--- src/rtl/smam_pkg.sv ---
// ----------------------------------------------------------------------------
// smam_pkg: shared definitions of the small matrix add and multiply block
// Field widths, mode, status and register codes, and the store control word.
// ----------------------------------------------------------------------------
package smam_pkg;

    // Field widths of the stream words and the configuration channel.
    localparam int MODE_W      = 3;
    localparam int IDX_W       = 4;
    localparam int VALUE_W     = 32;
    localparam int STATUS_W    = 2;
    localparam int DIM_W       = 5;
    localparam int CFG_INDEX_W = 3;
    localparam int CFG_DATA_W  = 5;
    localparam int IN_DATA_W   = 2 * IDX_W + VALUE_W;
    localparam int OUT_DATA_W  = 2 * IDX_W + VALUE_W;

    // Input word modes.
    localparam logic [MODE_W-1:0] MODE_WRITE_A = 3'd0;
    localparam logic [MODE_W-1:0] MODE_WRITE_B = 3'd1;
    localparam logic [MODE_W-1:0] MODE_READ_A  = 3'd2;
    localparam logic [MODE_W-1:0] MODE_READ_B  = 3'd3;
    localparam logic [MODE_W-1:0] MODE_COMPUTE = 3'd4;

    // Result status codes.
    localparam logic [STATUS_W-1:0] ST_OK        = 2'd0;
    localparam logic [STATUS_W-1:0] ST_OOB       = 2'd1;
    localparam logic [STATUS_W-1:0] ST_MISMATCH  = 2'd2;
    localparam logic [STATUS_W-1:0] ST_TOO_LARGE = 2'd3;

    // Configuration register indexes.
    localparam logic [CFG_INDEX_W-1:0] CFG_OPERATION = 3'd0;
    localparam logic [CFG_INDEX_W-1:0] CFG_A_ROWS    = 3'd1;
    localparam logic [CFG_INDEX_W-1:0] CFG_A_COLS    = 3'd2;
    localparam logic [CFG_INDEX_W-1:0] CFG_B_ROWS    = 3'd3;
    localparam logic [CFG_INDEX_W-1:0] CFG_B_COLS    = 3'd4;

    // Operation register values.
    localparam logic OP_ADD = 1'b0;
    localparam logic OP_MUL = 1'b1;

    // Control word of one matrix store.
    typedef struct packed {
        logic wr_en;
        logic rd_en;
    } smam_mem_ctl_t;

endpackage

--- src/rtl/smam_store.sv ---
// ----------------------------------------------------------------------------
// smam_store: one matrix element store
// Single-port memory with a registered read and per-entry valid bits, so that
// an entry not written since reset reads as zero.
// ----------------------------------------------------------------------------
module smam_store #(
    parameter int DEPTH = 16,
    parameter int WIDTH = 32,
    parameter int AW    = (DEPTH > 1) ? $clog2(DEPTH) : 1
) (
    input  logic                    clk,
    input  logic                    rst_n,
    input  smam_pkg::smam_mem_ctl_t ctl,
    input  logic [AW-1:0]           addr,
    input  logic [WIDTH-1:0]        wdata,
    output logic [WIDTH-1:0]        rdata
);
    import smam_pkg::*;

    logic [WIDTH-1:0] mem [DEPTH];
    logic [DEPTH-1:0] valid_reg;
    logic [WIDTH-1:0] rd_data_reg;
    logic             rd_ok_reg;

    always_ff @(posedge clk)
    begin
        if (ctl.wr_en)
        begin
            mem[addr] <= wdata;
        end
        if (ctl.rd_en)
        begin
            rd_data_reg <= mem[addr];
        end
    end

    always_ff @(posedge clk or negedge rst_n)
    begin
        if (!rst_n)
        begin
            valid_reg <= '0;
            rd_ok_reg <= 1'b0;
        end
        else
        begin
            if (ctl.wr_en)
            begin
                valid_reg[addr] <= 1'b1;
            end
            if (ctl.rd_en)
            begin
                rd_ok_reg <= valid_reg[addr];
            end
        end
    end

    assign rdata = rd_ok_reg ? rd_data_reg : '0;

endmodule

--- src/rtl/small_matrix_add_multiply.sv ---
// ----------------------------------------------------------------------------
// small_matrix_add_multiply: small integer matrix adder and multiplier
// Holds matrices A and B, serves element writes and reads, and streams out
// A+B or AxB element by element in row-major order.
// ----------------------------------------------------------------------------
//
// Channel   Direction  Handshake                       Word
// s_axis    in         s_axis_tvalid / s_axis_tready   tuser mode, tdata position, value
// m_axis    out        m_axis_tvalid / m_axis_tready   tuser status, tdata position, value
// cfg       in         cfg_valid / cfg_ready           cfg_index, cfg_data
//
// An element write or read passes an access and a result step before its
// result enters the output register. A compute runs a check step, then per
// element, for addition, a read and an add step, or, for multiplication, per
// inner term a read step and one step per B digit on the one shared multiplier,
// then a drain step; ND, the digit count, is 1 for ELEMENT_WIDTH up to 32,
// else ceil(ELEMENT_WIDTH / 16). The input side is ready only while the
// sequencer idles. Reset clears both stores through valid bits at once and
// loads the register defaults (multiply, 4x4 shapes). A stalled output word
// holds the sequencer at its emit step; configuration writes are always taken.
//
module small_matrix_add_multiply #(
    parameter int MAX_ELEMENTS  = 16,
    parameter int ELEMENT_WIDTH = 32
) (
    input  logic                              clk,
    input  logic                              rst_n,
    // Input words.
    input  logic                              s_axis_tvalid,
    output logic                              s_axis_tready,
    // row_index [3:0], col_index [7:4], in_value [39:8]
    input  logic [smam_pkg::IN_DATA_W-1:0]    s_axis_tdata,
    // mode [2:0]
    input  logic [smam_pkg::MODE_W-1:0]       s_axis_tuser,
    // Result words.
    output logic                              m_axis_tvalid,
    input  logic                              m_axis_tready,
    // out_row [3:0], out_col [7:4], out_value [39:8]
    output logic [smam_pkg::OUT_DATA_W-1:0]   m_axis_tdata,
    // status [1:0]
    output logic [smam_pkg::STATUS_W-1:0]     m_axis_tuser,
    output logic                              m_axis_tlast,
    // Configuration writes.
    input  logic                              cfg_valid,
    output logic                              cfg_ready,
    input  logic [smam_pkg::CFG_INDEX_W-1:0]  cfg_index,
    input  logic [smam_pkg::CFG_DATA_W-1:0]   cfg_data
);
    import smam_pkg::*;

    localparam int W   = ELEMENT_WIDTH;
    // Store address width and the width of element counts up to MAX_ELEMENTS.
    localparam int AW  = (MAX_ELEMENTS > 1) ? $clog2(MAX_ELEMENTS) : 1;
    localparam int CW  = $clog2(MAX_ELEMENTS + 1);
    // Linear pointers into the stores; wide enough for any 5-bit shape walk.
    localparam int PW  = 11;
    // The multiplier takes the B operand ND digits of DW bits, one per cycle.
    localparam int ND  = (W <= 32) ? 1 : (W + 15) / 16;
    localparam int DW  = (W + ND - 1) / ND;
    localparam int DCW = (ND > 1) ? $clog2(ND) : 1;
    localparam logic [9:0] MAX_SIZE = 10'(MAX_ELEMENTS);

    typedef enum logic [9:0] {
        S_IDLE   = 10'b0000000001,
        S_ACCESS = 10'b0000000010,
        S_SINGLE = 10'b0000000100,
        S_CCHK   = 10'b0000001000,
        S_ELEM   = 10'b0000010000,
        S_RD     = 10'b0000100000,
        S_ADD    = 10'b0001000000,
        S_MUL    = 10'b0010000000,
        S_DRAIN  = 10'b0100000000,
        S_OUT    = 10'b1000000000
    } state_t;

    state_t state_reg, state_next;

    // Configuration registers.
    logic             op_reg, op_next;
    logic [DIM_W-1:0] a_rows_reg, a_rows_next;
    logic [DIM_W-1:0] a_cols_reg, a_cols_next;
    logic [DIM_W-1:0] b_rows_reg, b_rows_next;
    logic [DIM_W-1:0] b_cols_reg, b_cols_next;

    // Latched input word.
    logic [IDX_W-1:0]   row_reg, row_next;
    logic [IDX_W-1:0]   col_reg, col_next;
    logic [VALUE_W-1:0] value_reg, value_next;
    logic               is_b_reg, is_b_next;
    logic               is_write_reg, is_write_next;

    // Single-result bookkeeping.
    logic [STATUS_W-1:0] status_reg, status_next;
    logic                single_read_reg, single_read_next;

    // Compute walk.
    logic [DIM_W-1:0] i_reg, i_next;
    logic [DIM_W-1:0] j_reg, j_next;
    logic [DIM_W-1:0] k_reg, k_next;
    logic [DCW-1:0]   d_reg, d_next;
    logic [CW-1:0]    n_reg, n_next;
    logic [CW-1:0]    count_reg, count_next;
    logic [DIM_W-1:0] ocols_reg, ocols_next;
    logic [PW-1:0]    a_base_reg, a_base_next;
    logic [PW-1:0]    ia_reg, ia_next;
    logic [PW-1:0]    ib_reg, ib_next;

    // Shared arithmetic unit.
    logic [W-1:0]    acc_reg, acc_next;
    logic [W-1:0]    prod_reg, prod_next;
    logic            prod_valid_reg, prod_valid_next;
    logic [DW-1:0]   b_digit;
    logic [W+DW-1:0] partial;
    logic [W-1:0]    add_x;
    logic [W-1:0]    add_y;
    logic [W-1:0]    sum;

    // Output register.
    logic                out_valid_reg, out_valid_next;
    logic [STATUS_W-1:0] out_status_reg;
    logic [IDX_W-1:0]    out_row_reg;
    logic [IDX_W-1:0]    out_col_reg;
    logic [VALUE_W-1:0]  out_value_reg;
    logic                out_last_reg;

    logic                slot_free;
    logic                emit;
    logic [STATUS_W-1:0] emit_status;
    logic [IDX_W-1:0]    emit_row;
    logic [IDX_W-1:0]    emit_col;
    logic                emit_last;
    logic [W-1:0]        emit_value_w;
    logic [VALUE_W-1:0]  emit_value;

    // Stores.
    smam_mem_ctl_t a_ctl, b_ctl;
    logic [AW-1:0] a_addr, b_addr;
    logic [W-1:0]  wr_value;
    logic [W-1:0]  a_rd, b_rd;
    logic [W-1:0]  sel_rd;

    // Shape checks.
    logic [DIM_W-1:0] sel_rows, sel_cols;
    logic [9:0]       sel_size;
    logic [9:0]       acc_lin;
    logic             acc_big, acc_oob;
    logic [9:0]       a_size, b_size, res_size;
    logic [DIM_W-1:0] res_cols;
    logic             mismatch, too_large;
    logic [DIM_W-1:0] j_inc;
    logic [CW-1:0]    n_inc;

    smam_store #(
        .DEPTH (MAX_ELEMENTS),
        .WIDTH (W),
        .AW    (AW)
    ) u_store_a (
        .clk   (clk),
        .rst_n (rst_n),
        .ctl   (a_ctl),
        .addr  (a_addr),
        .wdata (wr_value),
        .rdata (a_rd)
    );

    smam_store #(
        .DEPTH (MAX_ELEMENTS),
        .WIDTH (W),
        .AW    (AW)
    ) u_store_b (
        .clk   (clk),
        .rst_n (rst_n),
        .ctl   (b_ctl),
        .addr  (b_addr),
        .wdata (wr_value),
        .rdata (b_rd)
    );

    // Input values are sign-extended or cut to the element width, and
    // elements leave sign-extended or cut to 32 bits.
    generate
        if (W > VALUE_W)
        begin : g_wide
            assign wr_value   = {{(W - VALUE_W){value_reg[VALUE_W-1]}}, value_reg};
            assign emit_value = emit_value_w[VALUE_W-1:0];
        end
        else if (W == VALUE_W)
        begin : g_equal
            assign wr_value   = value_reg;
            assign emit_value = emit_value_w;
        end
        else
        begin : g_narrow
            assign wr_value   = value_reg[W-1:0];
            assign emit_value = {{(VALUE_W - W){emit_value_w[W-1]}}, emit_value_w};
        end
    endgenerate

    // Multiplier: A times one digit of B, shifted into place, low W bits kept.
    assign b_digit = DW'(b_rd >> (d_reg * DW));
    assign partial = a_rd * b_digit;
    assign prod_next = (state_reg == S_MUL) ? (partial[W-1:0] << (d_reg * DW)) : prod_reg;

    // One adder serves both the element-wise sum and the accumulation.
    assign add_x = prod_valid_reg ? acc_reg  : a_rd;
    assign add_y = prod_valid_reg ? prod_reg : b_rd;
    assign sum   = add_x + add_y;

    // Element access checks against the shape of the addressed matrix.
    assign sel_rows = is_b_reg ? b_rows_reg : a_rows_reg;
    assign sel_cols = is_b_reg ? b_cols_reg : a_cols_reg;
    assign sel_size = sel_rows * sel_cols;
    assign acc_big  = sel_size > MAX_SIZE;
    assign acc_oob  = ({1'b0, row_reg} >= sel_rows) || ({1'b0, col_reg} >= sel_cols);
    assign acc_lin  = row_reg * sel_cols + 10'(col_reg);
    assign sel_rd   = is_b_reg ? b_rd : a_rd;

    // Compute checks.
    assign a_size    = a_rows_reg * a_cols_reg;
    assign b_size    = b_rows_reg * b_cols_reg;
    assign res_cols  = (op_reg == OP_ADD) ? a_cols_reg : b_cols_reg;
    assign res_size  = a_rows_reg * res_cols;
    assign mismatch  = (op_reg == OP_ADD) ?
                       ((a_rows_reg != b_rows_reg) || (a_cols_reg != b_cols_reg)) :
                       (a_cols_reg != b_rows_reg);
    assign too_large = (a_size > MAX_SIZE) || (b_size > MAX_SIZE) || (res_size > MAX_SIZE);

    assign j_inc = j_reg + 5'd1;
    assign n_inc = n_reg + CW'(1);

    assign slot_free     = !out_valid_reg || m_axis_tready;
    assign s_axis_tready = (state_reg == S_IDLE);
    assign cfg_ready     = 1'b1;

    always_comb
    begin
        state_next       = state_reg;
        op_next          = op_reg;
        a_rows_next      = a_rows_reg;
        a_cols_next      = a_cols_reg;
        b_rows_next      = b_rows_reg;
        b_cols_next      = b_cols_reg;
        row_next         = row_reg;
        col_next         = col_reg;
        value_next       = value_reg;
        is_b_next        = is_b_reg;
        is_write_next    = is_write_reg;
        status_next      = status_reg;
        single_read_next = single_read_reg;
        i_next           = i_reg;
        j_next           = j_reg;
        k_next           = k_reg;
        d_next           = d_reg;
        n_next           = n_reg;
        count_next       = count_reg;
        ocols_next       = ocols_reg;
        a_base_next      = a_base_reg;
        ia_next          = ia_reg;
        ib_next          = ib_reg;
        prod_valid_next  = 1'b0;
        acc_next         = prod_valid_reg ? sum : acc_reg;
        a_ctl            = '0;
        b_ctl            = '0;
        a_addr           = acc_lin[AW-1:0];
        b_addr           = acc_lin[AW-1:0];
        emit             = 1'b0;
        emit_status      = ST_OK;
        emit_row         = i_reg[IDX_W-1:0];
        emit_col         = j_reg[IDX_W-1:0];
        emit_last        = 1'b1;
        emit_value_w     = acc_reg;

        if (cfg_valid)
        begin
            case (cfg_index)
                CFG_OPERATION: op_next     = cfg_data[0];
                CFG_A_ROWS:    a_rows_next = cfg_data;
                CFG_A_COLS:    a_cols_next = cfg_data;
                CFG_B_ROWS:    b_rows_next = cfg_data;
                CFG_B_COLS:    b_cols_next = cfg_data;
                default:       ;
            endcase
        end

        case (state_reg)
            S_IDLE:
            begin
                if (s_axis_tvalid)
                begin
                    row_next      = s_axis_tdata[IDX_W-1:0];
                    col_next      = s_axis_tdata[2*IDX_W-1:IDX_W];
                    value_next    = s_axis_tdata[2*IDX_W+VALUE_W-1:2*IDX_W];
                    is_b_next     = (s_axis_tuser == MODE_WRITE_B) ||
                                    (s_axis_tuser == MODE_READ_B);
                    is_write_next = (s_axis_tuser == MODE_WRITE_A) ||
                                    (s_axis_tuser == MODE_WRITE_B);
                    if (s_axis_tuser inside {MODE_WRITE_A, MODE_WRITE_B,
                                             MODE_READ_A, MODE_READ_B})
                    begin
                        state_next = S_ACCESS;
                    end
                    else if (s_axis_tuser == MODE_COMPUTE)
                    begin
                        state_next = S_CCHK;
                    end
                end
            end

            S_ACCESS:
            begin
                if (acc_big)
                begin
                    status_next = ST_TOO_LARGE;
                end
                else if (acc_oob)
                begin
                    status_next = ST_OOB;
                end
                else
                begin
                    status_next = ST_OK;
                    if (is_b_reg)
                    begin
                        b_ctl.wr_en = is_write_reg;
                        b_ctl.rd_en = !is_write_reg;
                    end
                    else
                    begin
                        a_ctl.wr_en = is_write_reg;
                        a_ctl.rd_en = !is_write_reg;
                    end
                end
                single_read_next = !acc_big && !acc_oob && !is_write_reg;
                state_next       = S_SINGLE;
            end

            S_SINGLE:
            begin
                emit_status  = status_reg;
                emit_row     = row_reg;
                emit_col     = col_reg;
                emit_value_w = single_read_reg ? sel_rd : '0;
                if (slot_free)
                begin
                    emit       = 1'b1;
                    state_next = S_IDLE;
                end
            end

            S_CCHK:
            begin
                // Compute errors report at position zero.
                row_next         = '0;
                col_next         = '0;
                single_read_next = 1'b0;
                i_next           = '0;
                j_next           = '0;
                n_next           = '0;
                a_base_next      = '0;
                ocols_next       = res_cols;
                count_next       = res_size[CW-1:0];
                if (mismatch)
                begin
                    status_next = ST_MISMATCH;
                    state_next  = S_SINGLE;
                end
                else if (too_large)
                begin
                    status_next = ST_TOO_LARGE;
                    state_next  = S_SINGLE;
                end
                else if (res_size == 10'd0)
                begin
                    state_next = S_IDLE;
                end
                else
                begin
                    state_next = S_ELEM;
                end
            end

            S_ELEM:
            begin
                acc_next = '0;
                k_next   = '0;
                ia_next  = a_base_reg;
                ib_next  = PW'(j_reg);
                if ((op_reg == OP_MUL) && (a_cols_reg == '0))
                begin
                    state_next = S_OUT;
                end
                else
                begin
                    state_next = S_RD;
                end
            end

            S_RD:
            begin
                a_ctl.rd_en = 1'b1;
                b_ctl.rd_en = 1'b1;
                if (op_reg == OP_ADD)
                begin
                    a_addr     = n_reg[AW-1:0];
                    b_addr     = n_reg[AW-1:0];
                    state_next = S_ADD;
                end
                else
                begin
                    a_addr     = ia_reg[AW-1:0];
                    b_addr     = ib_reg[AW-1:0];
                    ia_next    = ia_reg + PW'(1);
                    ib_next    = ib_reg + PW'(b_cols_reg);
                    k_next     = k_reg + 5'd1;
                    d_next     = '0;
                    state_next = S_MUL;
                end
            end

            S_ADD:
            begin
                acc_next   = sum;
                state_next = S_OUT;
            end

            S_MUL:
            begin
                prod_valid_next = 1'b1;
                if (d_reg == DCW'(ND - 1))
                begin
                    d_next     = '0;
                    state_next = (k_reg == a_cols_reg) ? S_DRAIN : S_RD;
                end
                else
                begin
                    d_next = d_reg + DCW'(1);
                end
            end

            S_DRAIN:
            begin
                state_next = S_OUT;
            end

            S_OUT:
            begin
                emit_last = (n_inc == count_reg);
                if (slot_free)
                begin
                    emit   = 1'b1;
                    n_next = n_inc;
                    if (j_inc == ocols_reg)
                    begin
                        j_next      = '0;
                        i_next      = i_reg + 5'd1;
                        a_base_next = a_base_reg + PW'(a_cols_reg);
                    end
                    else
                    begin
                        j_next = j_inc;
                    end
                    state_next = (n_inc == count_reg) ? S_IDLE : S_ELEM;
                end
            end

            default:
            begin
                state_next = S_IDLE;
            end
        endcase

        if (emit)
        begin
            out_valid_next = 1'b1;
        end
        else if (m_axis_tready)
        begin
            out_valid_next = 1'b0;
        end
        else
        begin
            out_valid_next = out_valid_reg;
        end
    end

    // Control state and configuration.
    always_ff @(posedge clk or negedge rst_n)
    begin
        if (!rst_n)
        begin
            state_reg      <= S_IDLE;
            op_reg         <= OP_MUL;
            a_rows_reg     <= 5'd4;
            a_cols_reg     <= 5'd4;
            b_rows_reg     <= 5'd4;
            b_cols_reg     <= 5'd4;
            out_valid_reg  <= 1'b0;
            prod_valid_reg <= 1'b0;
            i_reg          <= '0;
            j_reg          <= '0;
            k_reg          <= '0;
            d_reg          <= '0;
            n_reg          <= '0;
            acc_reg        <= '0;
        end
        else
        begin
            state_reg      <= state_next;
            op_reg         <= op_next;
            a_rows_reg     <= a_rows_next;
            a_cols_reg     <= a_cols_next;
            b_rows_reg     <= b_rows_next;
            b_cols_reg     <= b_cols_next;
            out_valid_reg  <= out_valid_next;
            prod_valid_reg <= prod_valid_next;
            i_reg          <= i_next;
            j_reg          <= j_next;
            k_reg          <= k_next;
            d_reg          <= d_next;
            n_reg          <= n_next;
            acc_reg        <= acc_next;
        end
    end

    // Payload registers.
    always_ff @(posedge clk)
    begin
        row_reg         <= row_next;
        col_reg         <= col_next;
        value_reg       <= value_next;
        is_b_reg        <= is_b_next;
        is_write_reg    <= is_write_next;
        status_reg      <= status_next;
        single_read_reg <= single_read_next;
        count_reg       <= count_next;
        ocols_reg       <= ocols_next;
        a_base_reg      <= a_base_next;
        ia_reg          <= ia_next;
        ib_reg          <= ib_next;
        prod_reg        <= prod_next;
        if (emit)
        begin
            out_status_reg <= emit_status;
            out_row_reg    <= emit_row;
            out_col_reg    <= emit_col;
            out_value_reg  <= emit_value;
            out_last_reg   <= emit_last;
        end
    end

    assign m_axis_tvalid = out_valid_reg;
    assign m_axis_tdata  = {out_value_reg, out_col_reg, out_row_reg};
    assign m_axis_tuser  = out_status_reg;
    assign m_axis_tlast  = out_last_reg;

endmodule

--- config.mk ---
export PLATFORM = sky130hd
export DESIGN_NAME = small_matrix_add_multiply
export DESIGN_NICKNAME = d
export VERILOG_FILES = /design/src/rtl/smam_pkg.sv /design/src/rtl/smam_store.sv /design/src/rtl/small_matrix_add_multiply.sv
export SDC_FILE = /design/constraint.sdc
export NUM_CORES = 2
export LEC_CHECK = 0
export BUFFER_PORTS_ARGS = -buffer_cell sky130_fd_sc_hd__buf_2
export CORE_MARGIN = 10
export CORE_UTILIZATION = 62
export CTS_CLUSTER_DIAMETER = 40
export CTS_CLUSTER_SIZE = 40
export DETAILED_ROUTE_END_ITERATION = 12
export HOLD_SLACK_MARGIN = 0.05
export MAX_ROUTING_LAYER = met4
export PLACE_DENSITY_LB_ADDON = 0.25
export SLEW_MARGIN = 20
export SYNTH_ARGS = -nofsm -noshare
export SYNTH_HDL_FRONTEND = slang
export SYNTH_SLANG_ARGS = --single-unit
--- constraint.sdc ---
create_clock -name clk -period 19.3 [get_ports clk]
set_clock_uncertainty 0.2 [all_clocks]
set_input_delay 3.86 -clock clk [delete_from_list [all_inputs] [get_ports clk]]
set_output_delay 3.86 -clock clk [all_outputs]
set_load 0.005 [all_outputs]
Word level (Yosys, flattened, before mapping)

Memories as Yosys holds them, arrays and structs flattened. A register that Yosys moved wholly into a read port is not among the register bits.
Cells that the tools add are included.

Bitwise gates (word level): 2
$lt $le $gt $ge: 10
Div/mod/pow operators: 0
Equal/unequal tests: 32
Muxes and demuxes: 90
Reductions and logical operators: 43
Multipliers: 6
Shift-type cells: 2
Add/sub/neg operators: 10

Operators by type and width:

| operator            | count |
|---|---|
| $mux 32             | 8 |
| $pmux 10 s9         | 1 |
| $mux 10             | 7 |
| $pmux 11 s2         | 3 |
| $mux 5              | 13 |
| $pmux 32 s2         | 1 |
| $mux 11             | 4 |
| $gt 10x5->1 const B | 4 |
| $mul 5x5->10        | 4 |
| $pmux 5 s2          | 4 |
| $add 32x32->32      | 1 |
| $mul 32x32->32      | 1 |
| $mux 4              | 8 |
| $or 16x16->16       | 2 |
| $shl 32x6->32       | 1 |
| $shr 32x6->32       | 1 |
| $add 11x5->11       | 2 |
| $reduce_and 2->1    | 11 |
| $add 5x1->5 const B | 4 |
| $mux 1              | 19 |
| $mux 2              | 9 |
| $pmux 4 s2          | 2 |
| $eq 5x5->1          | 3 |
| $ne 5x5->1          | 3 |
| 41 further kinds    | 79 |

Memories kept: 2
Bits in latches: 0
Register bits after elaboration: 283
RAM bits: 1,024
Bits in read-only memories: 0

Memories:

| name          | depth | bits a word | read ports | clocked after Yosys merged registers in | write ports | RTL line         | source |
|---|---|---|---|---|---|---|---|
| u_store_a.mem | 16    | 32          | 1          | 1                                       | 1           | smam_store.sv:20 | `logic [WIDTH-1:0] mem [DEPTH];` |
| u_store_b.mem | 16    | 32          | 1          | 1                                       | 1           | smam_store.sv:20 |  |

Logic depth before layout (Yosys ltp)

Depth in word-level cells: 9
Depth in mapped cells: 32

Hierarchy

From an unflattened synthesis, not the netlist that was laid out.

Cell total of the unflattened synthesis: 5,010
Area total of the unflattened synthesis: 73,922.1 um2

By module, submodules not included:

| module                    | area an instance (um2) | times used | sequential area each (um2) | cells each |
|---|---|---|---|---|
| small_matrix_add_multiply | 31,574.0               | 1          | 6,373.6                    | 3,311 |
| smam_store at u_store_b   | 21,176.6               | 1          | 16,761.1                   | 849 |
| smam_store at u_store_a   | 21,171.6               | 1          | 16,761.1                   | 850 |

Worst setup path after synthesis

No wires, ideal clock.

Kind: register to register
Start: register u_store_b.rd_ok_reg
End: register prod_reg[31], data pin
Cell stages (with the launch flop): 32
Setup slack: 11,337 ps
Arrival: 7,503 ps
Data required time: 18,840 ps
Cell sequence: dfrtp_1 clkbuf_1 buf_2 buf_2 clkbuf_1 clkbuf_1 nand2_1 clkbuf_1 nor2_1 fa_1 inv_1 fa_1 fa_1 fa_1 inv_1 fa_1 inv_1 fa_1 inv_1 fa_1 fa_1 ha_1 clkbuf_1 a21o_1 a21o_1 a21oi_1 nand2_1 o221ai_1 o21ai_0 a21oi_1 o21ai_0 xnor2_1

Cells in the longest elaborated chain, start to end: 4

Ends and longest elaborated chain:

| item                     | RTL line                         | source |
|---|---|---|
| start: declaration       | smam_store.sv:23                 | `logic rd_ok_reg;` |
| start signal: assignment | smam_store.sv:52                 | `rd_ok_reg <= valid_reg[addr];` |
| $mux 32                  | smam_store.sv:57                 | `assign rdata = rd_ok_reg ? rd_data_reg : '0;` |
| $shr 32x6->32            | small_matrix_add_multiply.sv:200 | `assign b_digit = DW'(b_rd >> (d_reg * DW));` |
| $mul 32x32->32           | small_matrix_add_multiply.sv:201 | `assign partial = a_rd * b_digit;` |
| via partial[31]          | small_matrix_add_multiply.sv:113 | `logic [W+DW-1:0] partial;` |
| $shl 32x6->32            | small_matrix_add_multiply.sv:202 | `assign prod_next = (state_reg == S_MUL) ? (partial[W-1:0] << (d_reg * DW)) : prod_reg;` |
| end signal: assignment   | small_matrix_add_multiply.sv:540 | `prod_reg <= prod_next;` |
| end: declaration         | small_matrix_add_multiply.sv:110 | `logic [W-1:0] prod_reg, prod_next;` |

The timed path passes the listed nets, and every way through them passes these cells.
A chain may end at the register's enable or synchronous reset.

Worst setup path after layout

Ends and elaborated chain as after synthesis.

==> run summary <==
Worst-path clk slew - 60 ps
Relative slew slack - 21.7%
Fmax achieved - 111 MHz
First-pass detailed-route iteration total - 6
PnR worst setup slack - 10260 ps
FF-to-FF path depth - 26
IO Port Bufs - 100
Reg power frac - 29.9%
Arr. time, crit path - 9360 ps
Period utilization - 46.8%
Routed length per instance - 25.6 um
Switching share of total power - 42.3%
Final setup viols - 0
Post-CTS setup buffer count - 0
Cell internal pwr - 0.00728 W
Latest clock arrival within the worst-skew pair - 810 ps
Final Slew Violations - 0
Pwr/cell area - 152 mW/mm^2
Static leakage - 31.9 nW
CTS tree - done
Slew at the pin with the worst max-slew slack - 1170 ps
Hold Slack - 274 ps
Starting Density - 62.7%
Vias - 48.9k
Largest regs - u_store_a.mem (512), u_store_b.mem (512)
Worst r2r src - u_store_b.rd_ok_reg$_DFFE_PN0P_
Die area - 0.136 mm^2
Core footprint - 0.120 mm^2
Gate power share - 46.1%
Largest net degree at the start of global routing - 163
Area contributors post-synth - edfxtp_1, fa_1, mux2i_1
Outcome - finished clean
CTS Hold Bufs - 0
Post-synth top cells - edfxtp_1, nand2_1, nor2_1
Layout Cell Area excl Fill - 0.0831 mm^2
Vias per cell - 6.20
Resize count post-CTS - 0
Rows - 127
Critical Setup Path Class - register to register
CTS Buf Count - 155
Worst Hold End - u_store_b.valid_reg[15]$_DFFE_PN0P_
Mapped Cells - 6151
Total Routing Usage GR - 30.5%
Post-synth design cell area - 0.0754 mm^2
Hold Path Stages - 1
Die X - 369 um
CTS sink cnt - 1348
Final Hold Violating Endpoints - 0
Buffer depth of the longest clock path - 3
Flop-to-flop setup slack - 10260 ps
Cells after DPL - 7591
Routed Antenna Nets - 0
Synth-to-Final Area Change - 10.2%
CP Max Fanout - 61
Synth cell types - 79
Mean Syn Cell Area - 12.3 um^2
Hold Path Class - register to register
Fillcell total - 8484
Async S/R FF share, synth - 8.75%
Seq/Total Area, Yosys - 52.9%
Gpl congestion - 0.998
HP Start - u_store_b.valid_reg[15]$_DFFE_PN0P_
Gr ovfl total - 0
Iteration-0 DRC Markers - 4765
Max-Cap Viols - 0
CP Data Required Time - 19620 ps
Antenna violations before repair - 2
Clock Power Share - 24.1%
Pre-CTS setup slack - 10410 ps
IO Pins - 102
Syn_nets - 6907
Count leader, synth - edfxtp_1
Net Sw Power - 0.00533 W
Placed Area - 0.0775 mm^2
Ys Warns - 0
Final wirelength - 202000 um
Synthesized flop and latch total - 1348
H-tree levels - 4
Vias in the first global route - 49.2k
Layout cells sized above 1 - 10.4%
DRC viols - 0
Cell taking the most area after synthesis - edfxtp_1
RR Endpoint - prod_reg[31]$_DFFE_PP_
Final nets - 6902
Max VDD drop - 296 uV
Top cell type's share of synthesized area - 49.0%
Hpwl dp - 132000 um
First-pass GRT wire length - 305000 um
Setup TNS - 0 ps
Post-synth EDFFs - 1230
Chip Height - 369 um
Main synth FF type - edfxtp_1
Startpoint types - register
Root buf cell - clkbuf_16
CP Capture Type - register
Finished Layout Cells - 7893
RSZ-0062 raised after global routing - no
Min cycle time layout - 9040 ps
layout by cell type (no fill, tap or decap), drive strengths merged, types with 13 or more instances in the layout:
cell / count
nand3: 159
ha: 251
a21oi: 160
nor2: 514
o21ai: 192
xnor2: 129
a21o: 44
buf: 202
nand2: 660
and2: 222
fa: 449
o211ai: 71
clkinvlp: 13
o21a: 14
clkinv: 54
o21bai: 45
dfrtp: 112
or2: 13
nor3: 19
xor2: 56
inv: 527
mux2i: 350
clkbuf: 171
o31a: 64
mux2: 96
nand2b: 17
a211oi: 267
edfxtp: 1230
nor2b: 29
power groups by stage:
| stage | sequential [W] | clock [W] | combinational [W] |
|---|---|---|---|
| after floorplan | 0.00375 | 0 | 0.00380 |
| after global placement | 0.00385 | 0 | 0.00563 |
| after detailed placement | 0.00386 | 0 | 0.00567 |
| after CTS | 0.00379 | 0.00307 | 0.00574 |
| after global routing | 0.00378 | 0.00318 | 0.00622 |
| final | 0.00377 | 0.00303 | 0.00581 |
per-stage QoR:
stage          total power [W]  utilization (%)
2_1_floorplan          0.00755                -
3_3_place_gp           0.00948             64.4
3_5_place_dp           0.00953             64.4
4_1_cts                 0.0126             69.0
5_1_grt                 0.0132             69.1
6_report                0.0126             69.1
layout make-up:
cell class | count | area [um^2] | share of cell area (%)
antenna | 2 | 5.00 | 0.00602
clock buffer | 171 | 3980 | 4.79
clock inverter | 119 | 1460 | 1.76
inverter | 486 | 1820 | 2.19
multi-input combinational | 3953 | 32500 | 39.1
sequential | 1348 | 39900 | 48.0
tap | 1612 | 2020 | 2.43
timing repair buffer | 202 | 1390 | 1.68
routing by layer:
metal / vias to the layer above / track usage [%] / share of wire (%)
met5: - / - / 0
li1: 21600 / - / -
met2: 2296 / 46.5 / 47
met1: 24600 / 39.8 / 40
met3: 483 / 6.48 / 9.3
met4: 0 / 12.5 / 4.4
worst max-delay path: stages (launching register included):
cell and delay [ps]:
dfrtp_2 630, buf_4 590, and2_1 700, nand2_1 170, fa_1 450, inv_1 80, fa_1 430, fa_1 510
inv_1 50, fa_1 470, inv_1 50, fa_1 500, inv_1 60, fa_1 530, inv_1 50, fa_1 490
fa_1 410, ha_1 350, nand2_1 90, o21ai_0 290, o21ai_0 120, a21oi_1 250, o221ai_1 350, o21ai_0 400
a21oi_1 150, o21ai_0 250, xnor2_1 100
worst max-delay path by stage:
| stage | from | endpoint | slack (ps) | cells after the start |
|---|---|---|---|---|
| after floorplan | u_store_b.rd_ok_reg$_DFFE_PN0P_ | prod_reg[31]$_DFFE_PP_ | 11340 | 31 |
| after global placement | u_store_b.rd_ok_reg$_DFFE_PN0P_ | prod_reg[31]$_DFFE_PP_ | 10610 | 26 |
| after detailed placement | u_store_b.rd_ok_reg$_DFFE_PN0P_ | prod_reg[31]$_DFFE_PP_ | 10410 | 26 |
| after CTS | u_store_b.rd_ok_reg$_DFFE_PN0P_ | prod_reg[31]$_DFFE_PP_ | 10420 | 26 |
| after global routing | u_store_b.rd_ok_reg$_DFFE_PN0P_ | prod_reg[31]$_DFFE_PP_ | 9910 | 26 |
| final | u_store_b.rd_ok_reg$_DFFE_PN0P_ | prod_reg[31]$_DFFE_PP_ | 10260 | 26 |
logic make-up after synthesis:
group / count (synthesis) / synth area share (%)
DFF: 1348 / 52.9
muxes: 450 / 6.22
other: 1 / 0.00497
buffers and inverters: 850 / 4.41
adders and majority gates: 700 / 16.1
and+or+nand+nor: 1692 / 9.94
xor gates and xnor gates: 186 / 2.18
AOI/OAI and AO/OA: 924 / 8.25
Note: power is estimated with default switching activity, not from simulation.
